==> src/rtl/core/iida_pkg.sv <==
// Shared types and constants for the indexed insert/delete array.
// Holds the transaction structs, function and status codes, and the cell command.
// No dependencies.
`timescale 1ns / 1ps

package iida_pkg;

   localparam int DEPTH = 64;
   localparam int DATA_W = 32;
   localparam int IDX_W = 8;
   localparam int CNT_W = 7;

   localparam logic [1:0] FUNC_APPEND = 2'd0;
   localparam logic [1:0] FUNC_INSERT = 2'd1;
   localparam logic [1:0] FUNC_DELETE = 2'd2;
   localparam logic [1:0] FUNC_READ   = 2'd3;

   localparam logic [1:0] STATUS_OK    = 2'd0;
   localparam logic [1:0] STATUS_RANGE = 2'd1;
   localparam logic [1:0] STATUS_FULL  = 2'd2;

   typedef struct packed {
      logic [1:0]               func;
      logic signed [DATA_W-1:0] value;
      logic [IDX_W-1:0]         index;
   } req_type;

   typedef struct packed {
      logic signed [DATA_W-1:0] read_value;
      logic [CNT_W-1:0]         count;
      logic [1:0]               status;
   } rsp_type;

   typedef struct packed {
      logic              shift_up;
      logic              shift_down;
      logic [IDX_W-1:0]  pos;
      logic [DATA_W-1:0] value;
   } cell_cmd_type;

endpackage

==> src/rtl/core/iida_cell.sv <==
// One storage cell of the insert/delete array chain.
// Takes its neighbors' entries on insert or delete and drives its entry onto the read bus.
// Depends on iida_pkg.
`timescale 1ns / 1ps

module iida_cell (
   input  logic                        clock,
   input  iida_pkg::cell_cmd_type      cmd,
   input  logic [iida_pkg::IDX_W-1:0]  cell_index,
   input  logic [iida_pkg::DATA_W-1:0] left_data,
   input  logic [iida_pkg::DATA_W-1:0] right_data,
   output logic [iida_pkg::DATA_W-1:0] data_out,
   output logic [iida_pkg::DATA_W-1:0] read_out
);
   import iida_pkg::*;

   logic [DATA_W-1:0] data_ff;
   logic [DATA_W-1:0] data_in;

   always_comb begin
      data_in = data_ff;
      if (cmd.shift_up) begin
         if (cell_index == cmd.pos) begin
            data_in = cmd.value;
         end else if (cell_index > cmd.pos) begin
            data_in = left_data;
         end
      end else if (cmd.shift_down) begin
         if (cell_index >= cmd.pos) begin
            data_in = right_data;
         end
      end
   end

   always_ff @(posedge clock) begin
      data_ff <= data_in;
   end

   assign data_out = data_ff;
   assign read_out = (cell_index == cmd.pos) ? data_ff : '0;

endmodule

==> config.mk <==
export PLATFORM = sky130hd
export DESIGN_NAME = iida_cell
export DESIGN_NICKNAME = d
export VERILOG_FILES = /design/src/rtl/core/iida_pkg.sv /design/src/rtl/core/iida_cell.sv
export SDC_FILE = /design/constraint.sdc
export NUM_CORES = 1
export LEC_CHECK = 0
export BUFFER_PORTS_ARGS = -buffer_cell sky130_fd_sc_hd__buf_2
export CAP_MARGIN = 20
export CORE_UTILIZATION = 25
export DETAILED_ROUTE_END_ITERATION = 8
export HOLD_SLACK_MARGIN = 0.1
export SYNTH_ARGS = -nofsm -noshare
export SYNTH_HDL_FRONTEND = slang
export SYNTH_SLANG_ARGS = --single-unit
export TNS_END_PERCENT = 30
==> constraint.sdc <==
create_clock -name clock -period 3.6 [get_ports clock]
set_clock_uncertainty 0.05 [all_clocks]
set_input_delay 0.9 -clock clock [delete_from_list [all_inputs] [get_ports clock]]
set_output_delay 0.9 -clock clock [all_outputs]
set_load 0.05 [all_outputs]
Yosys cells after proc, flatten, opt, wreduce, memory -nomap -nowiden
Cells that the tools add are included.
- input bits: 115
- output and inout port bits: 64
- flip-flop bits (word level): 32
- muxes and demuxes: 6
- eq/ne operators: 2
- reduce and logical (&&, ||, !) cells: 3
- order comparisons: 2
- operator list (cell ; number):
    $mux W32 ; 6
    $eq A8 B8 Y1 ; 1
    $ge A8 B8 Y1 ; 1
    $gt A8 B8 Y1 ; 1
    $reduce_bool A2 Y1 ; 2
    $ne A3 B1 Y1 const B ; 1
    $reduce_and A3 Y1 ; 1

Logic depth before layout (Yosys ltp)
- word-level depth: 4
- mapped depth: 7

Worst setup path before layout
No wires, ideal clock.
- kind: input to output
- start point: input cmd[37] (netlist name)
- end point: output read_out[10] (netlist name)
- cell stages on the path: 6
- data required time: 2.650 ns
- arrival: 2.309 ns
- slack: 0.341 ns
- path buffers: 1
- cells stage by stage: inv_1 -> ha_1 -> nand4_4 -> nor2_8 -> clkbuf_1 -> and2_1
- cells in the longest elaborated chain, start to end: 2
- ends and longest elaborated chain (what ; line ; source):
    start: declaration ; iida_cell.sv:8 ; input iida_pkg::cell_cmd_type cmd,
    $eq A8 B8 Y1 ; iida_cell.sv:40 ; assign read_out = (cell_index == cmd.pos) ? data_ff : '0;
    $mux W32 ; iida_cell.sv:40 ;
    end: declaration ; iida_cell.sv:13 ; output logic [iida_pkg::DATA_W-1:0] read_out
Every way passes these cells.

Final worst setup path
- start point: input cmd[37] (netlist name)
- end point: output read_out[16] (netlist name)
Same word-level chain as after synthesis.

==> impl_metrics.toml <==
[timing]
setup_viol = 0
rsz0062_at_grt = "false"
finalHoldViolCount = 0
setup_tns_ns = 0
slew_headroom_pct = 60.7
min_period_ns = 3.21
worst_pin_slew_ns = 0.589
drv_slew = 0
fin_crit_sh_pct = 89.3
fin_ws_ns = 0.386
fmax_mhz = 311

[yosys]
synth_flop_cell = "edfxtp_1"
synth-async-reset-ratio_pct = 0
synth-edff-count = 32
synth_area_sq_um = 2100
synth_area_leaders = "edfxtp_1 (46%), mux2i_1 (15%), and2_1 (9.5%)"
synth_top_cell_area_share_pct = 45.7
synth_area_per_cell_sq_um = 10.4
synth_area_leader_cell = "edfxtp_1"
ys_seq_area_share_pct = 45.7
syn-num-nets = 325
yosysWarnings = 0
synth_cell_type_count = 19
synthCells = 202
ys_seq_elements = 32

[critical_path]
cp.required_ns = 2.65
path_max_fanout = 34
critPathArrivalTime_ns = 2.26
start_kind = "input pin"
end_kind = "output pin"
worstSetupPathType = "in -> out"

[global_routing]
grt_overflow = 0
grt_pass1_wl_microns = 7760
antenna_found_initial = 0
grt_pass1_vias = 1862
grt.total_usage_pct = 11.2
grt_max_degree = 65

[clock_network]
numCtsBuffers = 5
post_cts_resized = 0
ctsHtreeMaxLevel = 2
cts.sinks = 32
clkTransAtPathRegs_ns = 0.06
cts_tree = "built"
root_buffer = "clkbuf_8"
cts_setup_buffers = 0
clockBufferDepth = 2
hold_buffers = 0

[power_and_ir_drop]
ir_drop_mv = 0.112
p_clk_share_pct = 22.3
p_sw_share_pct = 37.3
seqPwrFrac_pct = 43.3
leakage_nw = 1.55
p_comb_share_pct = 34.4
powerDensity_nw_per_um2 = 365
p_int_w = 0.000722
p_switching_w = 0.000429

[routing]
wirelength_microns = 5260
drtIter0Drc = 24
ant_nets = 0
vias_per_cell = 4.27
vias = 2063
wl_per_cell_microns = 10.9
first_pass_iters = 4
drc = 0

[finish]
nets = 501
antennaDiodeCount = 0
drive_gt1_share_pct = 50.5
largest_reg_flops = 32
synthToLayoutAreaGrowth_pct = 50.3

[run]
cap_violations = 0

[floorplan]
io_pins = 179
dieWidth_microns = 93.7
die_h_microns = 93.7
core_sq_um = 8180
rows = 33
start_util_pct = 25.7
dieArea_sq_um = 8780

[placement]
dp_hpwl_microns = 4250
gp_congestion = 0.685
pre_cts_slack_ns = 0.377
numPortBuffers = 178

[min_path]
hold_path_class = "in -> reg"

[outcome]
status = "complete, no violations"
==> power groups by stage <==
| stage | clock [W] | sequential, W | combinational (W) |
|---|---|---|---|
| final | 0.000257 | 0.000499 | 0.000396 |
| after global routing | 0.000283 | 0.000507 | 0.000424 |
| after CTS | 0.000272 | 0.000501 | 0.000401 |
| after detailed placement | 0 | 0.000509 | 0.000400 |
| after global placement | 0 | 0.000508 | 0.000395 |
| after floorplan | 0 | 0.000693 | 0.0000844 |
==> cells in the mapped netlist, types with 3 or more instances <==
cell      number
a21oi_1       34
buf_12         3
and2_1        32
mux2i_1       32
nor2_1        33
clkbuf_1      10
inv_1          8
ha_1           8
edfxtp_1      32
==> through the flow <==
stage	instances	instance area, sq um	utilization, %	total power (W)	hold WS [ns]
final	483	3160	38.6	0.00115	0.898
after global routing	483	3160	38.6	0.00121	0.896
after CTS	483	3160	38.6	0.00117	0.887
after detailed placement	476	3080	37.7	0.000909	1.18
after global placement	476	3080	37.7	0.000903	1.17
after floorplan	202	2100	-	0.000778	1.08
==> metal layers <==
metal	GRT usage (%)	vias to the layer above	part of all wire [%]
met5	0	-	0
met4	3.85	0	1.3
met3	2.51	6	8.8
met2	21.9	97	53
met1	11.6	903	37
li1	-	1057	-
==> path summary, 6_finish.rpt <==
kind	startpoint	to	slack (ns)	cells after the start
max	cmd[37]	read_out[16]	0.39	8
min	right_data[10]	data_out[10]	0.90	3
==> worst max-delay path, cell delays in order <==
cell	delay (ns)
buf_2	0.07
inv_1	0.03
ha_1	0.33
nand4_4	0.15
nor2_8	0.16
buf_12	0.20
and2_1	0.14
buf_2	0.25
==> logic make-up (layout without fill, tap and decap cells) <==
logic type | count (synthesis) | in the layout | share of synthesized area (%)
multiplexers | 32 | 32 | 15.2
adder cells (fa/ha/maj) | 8 | 8 | 4.76
flip-flops | 32 | 32 | 45.7
AO/OA/AOI/OAI | 38 | 38 | 9.52
buffers and inverters | 21 | 197 | 6.07
AND/OR/NAND/NOR | 71 | 71 | 18.7
==> cells in the final DEF (no fill, tap or decap), types with 2 or more instances in the layout <==
cell / Yosys / final
buf_2: 0 / 178
a21oi_1: 34 / 34
nor2_1: 33 / 33
mux2i_1: 32 / 32
and2_1: 32 / 32
edfxtp_1: 32 / 32
inv_1: 8 / 8
ha_1: 8 / 8
clkbuf_8: 0 / 5
buf_4: 0 / 2
buf_12: 3 / 2
==> layout make-up <==
type | count | area [sq um]
inverters | 8 | 30.0
clock inverters | 1 | 5.00
multi-input cells | 149 | 1010
fillers | 857 | 5020
clock buffers | 6 | 72.6
well taps | 105 | 131
repair buffers | 182 | 946
flip-flops and latches | 32 | 961
(Power assumes the default switching activity.)
